<file path="src/sv/base64_stream_decoder_core_assert.svh">
// Assertion macros shared by the base64 stream decoder modules.
// Needs nothing but the clock and reset names passed in by the user.
`ifndef BASE64_STREAM_DECODER_CORE_ASSERT_SVH
`define BASE64_STREAM_DECODER_CORE_ASSERT_SVH

// Same-cycle implication, disabled while reset is high.
`define B64D_ASSERT_IMPL(label, clk, rst, ante, cons, msg) \
   label: assert property (@(posedge clk) disable iff (rst) (ante) |-> (cons)) \
      else $error(msg);

// Next-cycle implication, disabled while reset is high.
`define B64D_ASSERT_NEXT(label, clk, rst, ante, cons, msg) \
   label: assert property (@(posedge clk) disable iff (rst) (ante) |=> (cons)) \
      else $error(msg);

`endif

</file>
<file path="src/sv/b64d_pkg.sv">
// Shared types, constants and the character map of the base64 stream decoder.
// Used by b64d_decode, b64d_rsp_queue and base64_stream_decoder_core.
package b64d_pkg;

   localparam int QUEUE_DEPTH = 8;
   localparam int QUEUE_PTR_W = $clog2(QUEUE_DEPTH);
   localparam int QUEUE_CNT_W = $clog2(QUEUE_DEPTH + 1);
   localparam int MAX_PUSH    = 3;

   localparam logic [QUEUE_CNT_W-1:0] QUEUE_FULL_CNT   = QUEUE_CNT_W'(QUEUE_DEPTH);
   localparam logic [QUEUE_CNT_W-1:0] QUEUE_ROOM_LIMIT = QUEUE_CNT_W'(QUEUE_DEPTH - MAX_PUSH);

   localparam logic [15:0] CAPACITY_RESET = 16'hFFFF;

   // Map codes: 0..63 are digits, then the pad and skip codes.
   localparam logic [6:0] CODE_PAD  = 7'd64;
   localparam logic [6:0] CODE_SKIP = 7'd65;

   typedef struct packed {
      logic [7:0]  out_byte;
      logic        is_data;
      logic        done_res;
      logic        status;
      logic [15:0] total_bytes;
   } result_type;

   // Results produced by one item, lowest index first.
   typedef struct packed {
      logic [1:0]                    count;
      result_type [MAX_PUSH-1:0]     res;
   } push_type;

   function automatic logic [6:0] map_char(input logic [7:0] c);
      logic [6:0] code;
      code = CODE_SKIP;
      if (c inside {[8'h41:8'h5A]}) begin
         code = 7'(c - 8'h41);
      end else if (c inside {[8'h61:8'h7A]}) begin
         code = 7'(c - 8'h61 + 8'd26);
      end else if (c inside {[8'h30:8'h39]}) begin
         code = 7'(c - 8'h30 + 8'd52);
      end else if (c == 8'h2B) begin
         code = 7'd62;
      end else if (c == 8'h2F) begin
         code = 7'd63;
      end else if (c == 8'h3D) begin
         code = CODE_PAD;
      end
      return code;
   endfunction

endpackage

</file>
<file path="src/sv/b64d_decode.sv">
// Group assembly, decode and per-string status of the base64 stream decoder.
// Depends on b64d_pkg and the assertion macro header.
`include "base64_stream_decoder_core_assert.svh"

module b64d_decode import b64d_pkg::*; (
   input  logic        clock,
   input  logic        reset,
   input  logic [15:0] max_bytes,
   input  logic        item_vld,
   input  logic [7:0]  item_char,
   input  logic        item_end,
   output push_type    push
);

   logic [5:0]  grp_val_ff [0:2];
   logic [2:0]  grp_pad_ff;
   logic [1:0]  grp_cnt_ff;
   logic [15:0] bytes_ff;
   logic [15:0] bytes_in;
   logic        stopped_ff;
   logic        ovf_ff;
   logic        ovf_in;

   logic [6:0]  code;
   logic        is_pad_char;
   logic        take_char;
   logic        decode_en;
   logic [3:0]  slot_pad;
   logic [23:0] word;
   logic        bad_order;
   logic [1:0]  nbytes;
   logic [16:0] sum;
   logic        over;
   logic        emit;
   logic [1:0]  n_emit;
   logic        stop_set;
   result_type  done_item;
   logic [7:0]  data_byte [0:2];

   always_comb begin
      code        = map_char(item_char);
      is_pad_char = (code == CODE_PAD);
      take_char   = item_vld && !item_end && !stopped_ff && (code != CODE_SKIP);
      decode_en   = (take_char && (grp_cnt_ff == 2'd3)) ||
                    (item_vld && item_end && !stopped_ff);

      // Slots not yet filled at the end of a string count as padding.
      for (int i = 0; i < 3; i++) begin
         slot_pad[i] = (2'(i) < grp_cnt_ff) ? grp_pad_ff[i] : 1'b1;
      end
      slot_pad[3] = item_end ? 1'b1 : is_pad_char;

      word = {slot_pad[0] ? 6'd0 : grp_val_ff[0],
              slot_pad[1] ? 6'd0 : grp_val_ff[1],
              slot_pad[2] ? 6'd0 : grp_val_ff[2],
              slot_pad[3] ? 6'd0 : code[5:0]};

      // Padding must form a suffix of the group.
      bad_order = 1'b0;
      for (int i = 0; i < 3; i++) begin
         if (slot_pad[i] && !slot_pad[i+1]) begin
            bad_order = 1'b1;
         end
      end

      case ($countones(slot_pad))
         0:       nbytes = 2'd3;
         1:       nbytes = 2'd2;
         2:       nbytes = 2'd1;
         default: nbytes = 2'd0;
      endcase

      sum      = {1'b0, bytes_ff} + 17'(nbytes);
      over     = sum > {1'b0, max_bytes};
      emit     = decode_en && !bad_order && !over;
      n_emit   = emit ? nbytes : 2'd0;
      bytes_in = emit ? sum[15:0] : bytes_ff;
      ovf_in   = ovf_ff || (decode_en && !bad_order && over);
      stop_set = decode_en && (bad_order || over || (nbytes != 2'd3));

      data_byte[0] = word[23:16];
      data_byte[1] = word[15:8];
      data_byte[2] = word[7:0];

      done_item = '{out_byte: 8'd0, is_data: 1'b0, done_res: 1'b1,
                    status: ovf_in, total_bytes: bytes_in};

      // Data bytes come first; the completion item follows them on an end marker.
      for (int i = 0; i < MAX_PUSH; i++) begin
         if (2'(i) < n_emit) begin
            push.res[i] = '{out_byte: data_byte[i], is_data: 1'b1, done_res: 1'b0,
                            status: 1'b0, total_bytes: 16'd0};
         end else begin
            push.res[i] = done_item;
         end
      end
      push.count = n_emit + {1'b0, item_vld && item_end};
   end

   always_ff @(posedge clock) begin
      if (reset) begin
         grp_cnt_ff <= 2'd0;
         bytes_ff   <= 16'd0;
         stopped_ff <= 1'b0;
         ovf_ff     <= 1'b0;
      end else if (item_vld && item_end) begin
         grp_cnt_ff <= 2'd0;
         bytes_ff   <= 16'd0;
         stopped_ff <= 1'b0;
         ovf_ff     <= 1'b0;
      end else if (take_char) begin
         if (grp_cnt_ff == 2'd3) begin
            grp_cnt_ff <= 2'd0;
            bytes_ff   <= bytes_in;
            stopped_ff <= stopped_ff || stop_set;
            ovf_ff     <= ovf_in;
         end else begin
            grp_cnt_ff <= grp_cnt_ff + 2'd1;
         end
      end
   end

   always_ff @(posedge clock) begin
      if (take_char && (grp_cnt_ff != 2'd3)) begin
         grp_val_ff[grp_cnt_ff] <= code[5:0];
         grp_pad_ff[grp_cnt_ff] <= is_pad_char;
      end
   end

   `B64D_ASSERT_NEXT(a_end_clears_string, clock, reset, item_vld && item_end,
      (grp_cnt_ff == 2'd0) && (bytes_ff == 16'd0) && !stopped_ff && !ovf_ff,
      "string state not cleared after end marker")
   `B64D_ASSERT_IMPL(a_stopped_is_silent, clock, reset,
      item_vld && !item_end && stopped_ff, push.count == 2'd0,
      "results produced after decoding stopped")
   `B64D_ASSERT_IMPL(a_end_gives_done, clock, reset, item_vld && item_end,
      (push.count != 2'd0) && push.res[2'(push.count - 2'd1)].done_res,
      "end marker without a completion item last")

endmodule

</file>
<file path="src/sv/b64d_rsp_queue.sv">
// Result queue of the base64 stream decoder: takes up to three results a
// cycle and hands out one per transfer. Depends on b64d_pkg and the macro header.
`include "base64_stream_decoder_core_assert.svh"

module b64d_rsp_queue import b64d_pkg::*; (
   input  logic       clock,
   input  logic       reset,
   input  push_type   push,
   input  logic       pop,
   output result_type head,
   output logic       not_empty,
   output logic       room
);

   result_type             mem_ff [QUEUE_DEPTH];
   logic [QUEUE_PTR_W-1:0] wr_ptr_ff;
   logic [QUEUE_PTR_W-1:0] wr_ptr_in;
   logic [QUEUE_PTR_W-1:0] rd_ptr_ff;
   logic [QUEUE_PTR_W-1:0] rd_ptr_in;
   logic [QUEUE_CNT_W-1:0] count_ff;
   logic [QUEUE_CNT_W-1:0] count_in;

   always_comb begin
      wr_ptr_in = wr_ptr_ff + QUEUE_PTR_W'(push.count);
      rd_ptr_in = rd_ptr_ff + QUEUE_PTR_W'(pop);
      count_in  = count_ff + QUEUE_CNT_W'(push.count) - QUEUE_CNT_W'(pop);
      head      = mem_ff[rd_ptr_ff];
      not_empty = (count_ff != '0);
      room      = (count_ff <= QUEUE_ROOM_LIMIT);
   end

   always_ff @(posedge clock) begin
      if (reset) begin
         wr_ptr_ff <= '0;
         rd_ptr_ff <= '0;
         count_ff  <= '0;
      end else begin
         wr_ptr_ff <= wr_ptr_in;
         rd_ptr_ff <= rd_ptr_in;
         count_ff  <= count_in;
      end
   end

   always_ff @(posedge clock) begin
      for (int i = 0; i < MAX_PUSH; i++) begin
         if (2'(i) < push.count) begin
            mem_ff[wr_ptr_ff + QUEUE_PTR_W'(i)] <= push.res[i];
         end
      end
   end

   `B64D_ASSERT_IMPL(a_count_bounded, clock, reset, 1'b1, count_ff <= QUEUE_FULL_CNT,
      "result queue count beyond its depth")
   `B64D_ASSERT_IMPL(a_push_has_room, clock, reset, push.count != 2'd0,
      count_ff <= QUEUE_ROOM_LIMIT, "results pushed without room in the queue")

endmodule

</file>
<file path="src/sv/base64_stream_decoder_core.sv">
// Top level of the base64 stream decoder: input register, decode and result queue.
// Depends on b64d_pkg, b64d_decode and b64d_rsp_queue.
//
// One character or end marker is taken per cycle while the input is not
// stalled. An item is decoded from the input register once the queue has room;
// its results (up to three bytes, or up to two bytes and the completion item)
// enter an eight-entry result queue and leave one per cycle while the result
// side does not stall. The input stalls only while more than five results wait
// in the queue, which happens when the result side stalls; with a free-flowing
// result side the rate is one item every cycle. The capacity register takes
// effect on the next group decoded and is meant to be written between strings.
`include "base64_stream_decoder_core_assert.svh"

module base64_stream_decoder_core import b64d_pkg::*; (
   input  logic        clock,
   input  logic        reset,
   input  logic        req_valid,
   output logic        req_stall,
   input  logic [7:0]  req_char_code,
   input  logic        req_end_marker,
   output logic        rsp_valid,
   input  logic        rsp_stall,
   output logic [7:0]  rsp_out_byte,
   output logic        rsp_is_data,
   output logic        rsp_done_res,
   output logic        rsp_status,
   output logic [15:0] rsp_total_bytes,
   input  logic        csr_wr_en,
   input  logic [15:0] csr_wr_data
);

   logic        in_vld_ff;
   logic        in_vld_in;
   logic [7:0]  in_char_ff;
   logic        in_end_ff;
   logic [15:0] capacity_ff;
   logic        room;
   logic        advance;
   logic        accept;
   logic        pop;
   push_type    push;
   result_type  head;

   always_comb begin
      advance   = in_vld_ff && room;
      req_stall = in_vld_ff && !room;
      accept    = req_valid && !req_stall;
      in_vld_in = accept || (in_vld_ff && !advance);
      pop       = rsp_valid && !rsp_stall;
   end

   always_ff @(posedge clock) begin
      if (reset) begin
         in_vld_ff   <= 1'b0;
         capacity_ff <= CAPACITY_RESET;
      end else begin
         in_vld_ff <= in_vld_in;
         if (csr_wr_en) begin
            capacity_ff <= csr_wr_data;
         end
      end
   end

   always_ff @(posedge clock) begin
      if (accept) begin
         in_char_ff <= req_char_code;
         in_end_ff  <= req_end_marker;
      end
   end

   b64d_decode u_decode (
      .clock     (clock),
      .reset     (reset),
      .max_bytes (capacity_ff),
      .item_vld  (advance),
      .item_char (in_char_ff),
      .item_end  (in_end_ff),
      .push      (push)
   );

   b64d_rsp_queue u_queue (
      .clock     (clock),
      .reset     (reset),
      .push      (push),
      .pop       (pop),
      .head      (head),
      .not_empty (rsp_valid),
      .room      (room)
   );

   assign rsp_out_byte    = head.out_byte;
   assign rsp_is_data     = head.is_data;
   assign rsp_done_res    = head.done_res;
   assign rsp_status      = head.status;
   assign rsp_total_bytes = head.total_bytes;

endmodule
</file>
<file path="config.mk">
export PLATFORM = sky130hd
export DESIGN_NAME = base64_stream_decoder_core
export DESIGN_NICKNAME = d
export VERILOG_FILES = /design/src/sv/b64d_pkg.sv /design/src/sv/b64d_decode.sv /design/src/sv/b64d_rsp_queue.sv /design/src/sv/base64_stream_decoder_core.sv
export VERILOG_INCLUDE_DIRS = /design/src /design/src/sv
export SDC_FILE = /design/constraint.sdc
export NUM_CORES = 1
export LEC_CHECK = 0
export ABC_AREA = 1
export ABC_CLOCK_PERIOD_IN_PS = 10600
export BUFFER_PORTS_ARGS = -buffer_cell sky130_fd_sc_hd__buf_2
export CAP_MARGIN = 10
export CORE_UTILIZATION = 50
export CTS_BUF_LIST = sky130_fd_sc_hd__clkbuf_8
export CTS_CLUSTER_DIAMETER = 200
export DETAILED_ROUTE_END_ITERATION = 12
export PLACE_DENSITY_LB_ADDON = 0.08
export SLEW_MARGIN = 20
export SYNTH_ARGS = -nofsm -noshare
export SYNTH_HDL_FRONTEND = slang
export SYNTH_SLANG_ARGS = --single-unit
</file>
<file path="constraint.sdc">
create_clock -name clock -period 10.6 [get_ports clock]
set_clock_uncertainty 0.2 [all_clocks]
set_input_delay 1.59 -clock clock [delete_from_list [all_inputs] [get_ports clock]]
set_output_delay 1.59 -clock clock [all_outputs]
set_load 0.05 [all_outputs]
</file>
### Yosys cells after proc, flatten, opt, wreduce, memory -nomap -nowiden

Memory sizes are Yosys's and may differ from the RTL's. A register that Yosys moved wholly into a read port is not among the register bits.
Cells that the tools add are included.

* input port bits: 30
* output and inout bits: 29
* memories kept: 2
* RAM bits: 234
* register bits: 59

Memories
* u_queue.mem_ff: words 8, bits a word 27, rd ports 1, clocked after Yosys merged registers in 1, write ports 3, line b64d_rsp_queue.sv:15 `result_type mem_ff [QUEUE_DEPTH];`
* u_decode.grp_val_ff: words 3, bits a word 6, rd ports 3, clocked after Yosys merged registers in 0, write ports 1, line b64d_decode.sv:15 `logic [5:0] grp_val_ff [0:2];`

* muxes and demuxes: 36
* order comparisons: 19
* add/sub/neg operators: 17
* reduce and logical (&&, ||, !) cells: 44
* equality and inequality tests: 10

Operators by type and width (count)
* $mux W27: 3
* $mux W7: 5
* $add A32 B32 Y32: 1
* $eq A32 B1 Y1 const B: 1
* $eq A32 B2 Y1 const B: 1
* $logic_not A32 Y1: 1
* $eq A8 B6 Y1 const B: 3
* $mux W6: 4
* $logic_and A1 B1 Y1: 23
* $add A16 B2 Y17: 1
* $gt A17 B16 Y1: 1
* $mux W1: 17
* $ge A8 B7 Y1 const B: 2
* $le A8 B7 Y1 const B: 2
* $mux W16: 1
* $sub A7 B7 Y7 const B: 2
* $lt A1 B2 Y1 const A: 6
* $logic_not A1 Y1: 11
* $ge A8 B6 Y1 const B: 1
* $le A8 B6 Y1 const B: 1
* $add A7 B5 Y7 const B: 1
* $add A7 B6 Y7 const B: 1
* $eq A7 B7 Y1 const B: 1
* $ne A7 B7 Y1 const B: 1
* 25 further kinds: 35

### Logic depth before layout (Yosys ltp)

* depth after elaboration: 22
* gate-level depth with buffers: 57
* gate-level depth less buffers: 53

### Hierarchy

From an unflattened synthesis, not the netlist that was laid out.

* cells, all modules: 2800
* area total of the unflattened synthesis: 20940.1 µm²

By module, submodules not included
* b64d_rsp_queue: seq. area each 6686.4 µm², cells each 2080, area each 15551.2 µm², times used 1
* b64d_decode: seq. area each 1031.0 µm², cells each 630, area each 4406.7 µm², times used 1
* base64_stream_decoder_core: seq. area each 610.6 µm², cells each 90, area each 982.2 µm², times used 1

### Worst setup path before layout

No wires, ideal clock.

* path type: register to register
* start point: reg in_char_ff[2]
* end point: mem u_queue.mem_ff[6][0] (netlist name), enable pin
* buffers on the path: 5
* arrival: 8166 ps
* library setup time: 516 ps
* cell stages (with the launch flop): 41
* setup slack: 1718 ps
* period minus slack after synthesis: 8882 ps
* cell sequence: edfxtp_1 > buf_2 > inv_1 > ha_1 > or2_2 > nand4_1 > nand2_1 > inv_1 > nand3_2 > nor2_2 > nand3_1 > nor3_1 > nor2_1 > ha_1 > inv_1 > ha_1 > fa_1 > nor2_1 > [... 5 more ...] > nand4_1 > nor2_1 > xor2_1 > ha_1 > a21oi_1 > o211ai_1 > nor2_1 > nand3_1 > nand2_2 > nand3_2 > buf_6 > nor3_2 > buf_6 > ha_1 > buf_1 > nand4_2 > clkbuf_1 > nand3_1

RTL lines
* from (decl): line base64_stream_decoder_core.sv:34 `logic [7:0] in_char_ff;`
* from (signal assigned): line base64_stream_decoder_core.sv:66 `in_char_ff <= req_char_code;`
* to (decl): line b64d_rsp_queue.sv:15

==> metrics.txt <==
RSZ-0062 raised after global routing no; clk buf depth 3; core area 34630 um^2; post_cts resized 0; Die Area 36060 um^2; top_reg_cell synth edfxtp_1; logic gate share of total power 30.1%; Worst Hold Endpoint capacity_ff[0]$_SDFFE_PP1P_; Final Hold Vio Count 0; Worst-Margin Slew 1.140 ns; share of layout cells above drive strength 1 10.11%; Post-CTS Hold Fix Bufs 0; relative max-transition margin 23.58%; r2r worst-path depth 37; setup ws final 0.9443 ns; Reg power frac 40.1%; worst hold start capacity_ff[0]$_SDFFE_PP1P_; fin crit share 91.09%; Net Switching 1.276 mW; Final setup violation count 0; Worst path max stage delay 0.77 ns; dpl hpwl 34070 um; Crit Path Category flop to flop; crit end category flop; Post-Route WL 54270 um; share of flip-flops with an asynchronous set or reset 0%; Final TNS setup 0 ns; H-tree levels 2; vias in the first global route 14440; Skew-Pair Late Insertion Delay 0.64 ns; Reg2Reg Capture Point u_queue.mem_ff[0][17]$_DFFE_PP_; reg2reg start in_char_ff[2]$_DFFE_PP_; Slowest-stage cell, CP nand4_4; Synth Register Bits 293; max-slew violation count 0; vias 15590; Post CTS Setup Buffer Count 0; fin area 19120 um^2; TritonRoute pass-1 iters 8; Port Buffers 58; Netlist Area Pre-Place 17650 um^2; final core occ 55.22%; Buf/Inv on CP 6; FF-to-FF setup slack 0.94 ns; register area share after synthesis 47.18%; Initial DRC Count 1596; CTS Buf Count 50; routability cong. 0.9329; CP required 10.66 ns; pre-CTS setup slack 0.6251 ns; Die Width 189.9 um; Max Fclk 103.6 MHz; Synth Area per Inst 8.272 um^2; Root Buffer clkbuf_8; Initial Utilization 50.98%; Cells after Synth 2134; P_int 2.065 mW; Final ANT Viol Nets 0; I/O pin count 59; CP top delay family simple AND/OR/NAND/NOR gates; Arr. time, crit path 9.72 ns; area grow syn2layout 8.314%; Max Cap Viol 0; DR WL/cell 20.55 um; NumNets Final 2228; Via density 5.903; CTS Sinks 293; Leakage 7.934 nW; hold_ws 0.2639 ns; global route hottest layer met2; most used cell, CP ha_1; first-pass GRT wire length 83560 um; count leader, synth nand3_1; clock share of power 29.8%; placed inst area 18140 um^2; Die Span Y 189.9 um; # rows 68; CTS tree done; DRC violations left 0; worst hold-check path type flop to flop; Post-synth EDFFs 246; Synth top area share 41.85%; diodes inserted 0; M3 GR Usage 5.534%; Syn Nets 2214; Worst Path Max Fanout 45; Hold Crit Depth 2; total power 3.342 mW; CP startpoint kind flop; Ys Warns 0; final non-filler cell total 2641; status finished clean; initial antenna violation count 0; remaining global-route overflow 0; GRT Total Usage 30.27%; count of cell types in the netlist 47; Synth top cells by count 298 x nand3_1, 291 x nand2_1, 277 x nor2_1; Clk pin slew, worst setup/hold paths 0.06 ns; top cells by area, synth edfxtp_1 42%, nand3_1 8.4%, nand2_1 6.2%, o21ai_0 6.0%, nor2_1 5.9%; min Tclk post-route 9.656 ns; Synth area leader edfxtp_1; M2 GR Usage 46.80%; Placed Cells 2550; Peak VDD IR 0.0002063 V; sw frac 38.19%; pin count of the biggest net entering global routing 109; GRT met1 Usage 42.46%; Power Dens Cells 174.8 nW/um^2
==> cell families (layout without fill, tap and decap cells) <==
logic type | Yosys count | in the layout | share of synthesized area (%)
compound gates | 420 | 420 | 12.47
flops | 293 | 293 | 47.18
buf+inv | 336 | 388 | 8.286
xor+xnor | 21 | 21 | 1.042
simple gates | 1014 | 1014 | 27.31
fa+ha+maj | 50 | 50 | 3.714
==> tightest hold or removal path, cell delays in order (launching register included) <==
cell and delay [ns]:
dfxtp_1 0.31, inv_1 0.05, o21ai_0 0.06
==> flip-flops by register name, summed over array words and instances, names as in the netlist, 4 cells and up <==
name,cells
u_queue.mem_ff,216
u_decode.grp_val_ff,18
capacity_ff,16
u_decode.bytes_ff,16
in_char_ff,8
u_queue.count_ff,4
==> area by class of cell <==
type / count / area (um^2)
repair buffers: 94 / 630.6
inverters: 204 / 765.7
fillers: 3224 / 15510
flip-flops and latches: 293 / 8333
multi-input cells: 1505 / 7875
well taps: 455 / 569.3
clock inverters: 37 / 217.7
clock buffers: 53 / 729.5
==> power groups by stage <==
stage / logic, mW / registers [mW] / clock network (mW)
floorplan: 0.750 / 1.33 / 0
CTS: 0.989 / 1.34 / 1.01
global route: 1.09 / 1.35 / 1.06
finish: 1.00 / 1.34 / 0.995
global placement: 0.977 / 1.36 / 0
detailed placement: 0.985 / 1.36 / 0
==> worst max-delay path by stage <==
stage,start,to,slack (ns),cells after the start
after detailed placement,in_char_ff[2]$_DFFE_PP_,u_queue.mem_ff[5][9]$_DFFE_PP_,0.63,40
final,in_char_ff[2]$_DFFE_PP_,u_queue.mem_ff[0][17]$_DFFE_PP_,0.94,37
after global routing,in_char_ff[2]$_DFFE_PP_,u_queue.count_ff[3]$_SDFF_PP0_,0.11,46
after floorplan,in_char_ff[2]$_DFFE_PP_,u_queue.mem_ff[6][0]$_DFFE_PP_,1.72,40
after CTS,in_char_ff[2]$_DFFE_PP_,u_queue.mem_ff[5][17]$_DFFE_PP_,0.61,40
after global placement,in_char_ff[2]$_DFFE_PP_,u_queue.mem_ff[5][9]$_DFFE_PP_,0.86,40
==> layout by cell type, fill, tap and decap left out, types with 45 or more instances in the layout <==
cell type  netlist  final
a21oi_1         54     54
buf_2           35     58
clkbuf_8         0     53
dfxtp_1         47     45
edfxtp_1       246    246
ha_1            46     46
inv_1          190    209
nand2_1        291    291
nand3_1        298    297
nand4_1         66     66
nor2_1         277    276
o21ai_0        212    212
o21ai_1         90     90
==> metal layers <==
layer / wire, um / share of wire [%]
met5: 0 / 0
met4: 1384 / 2.6
met3: 5428 / 10
met2: 24080 / 44
met1: 23370 / 43
No activity file was read; power rests on OpenSTA's default activity.
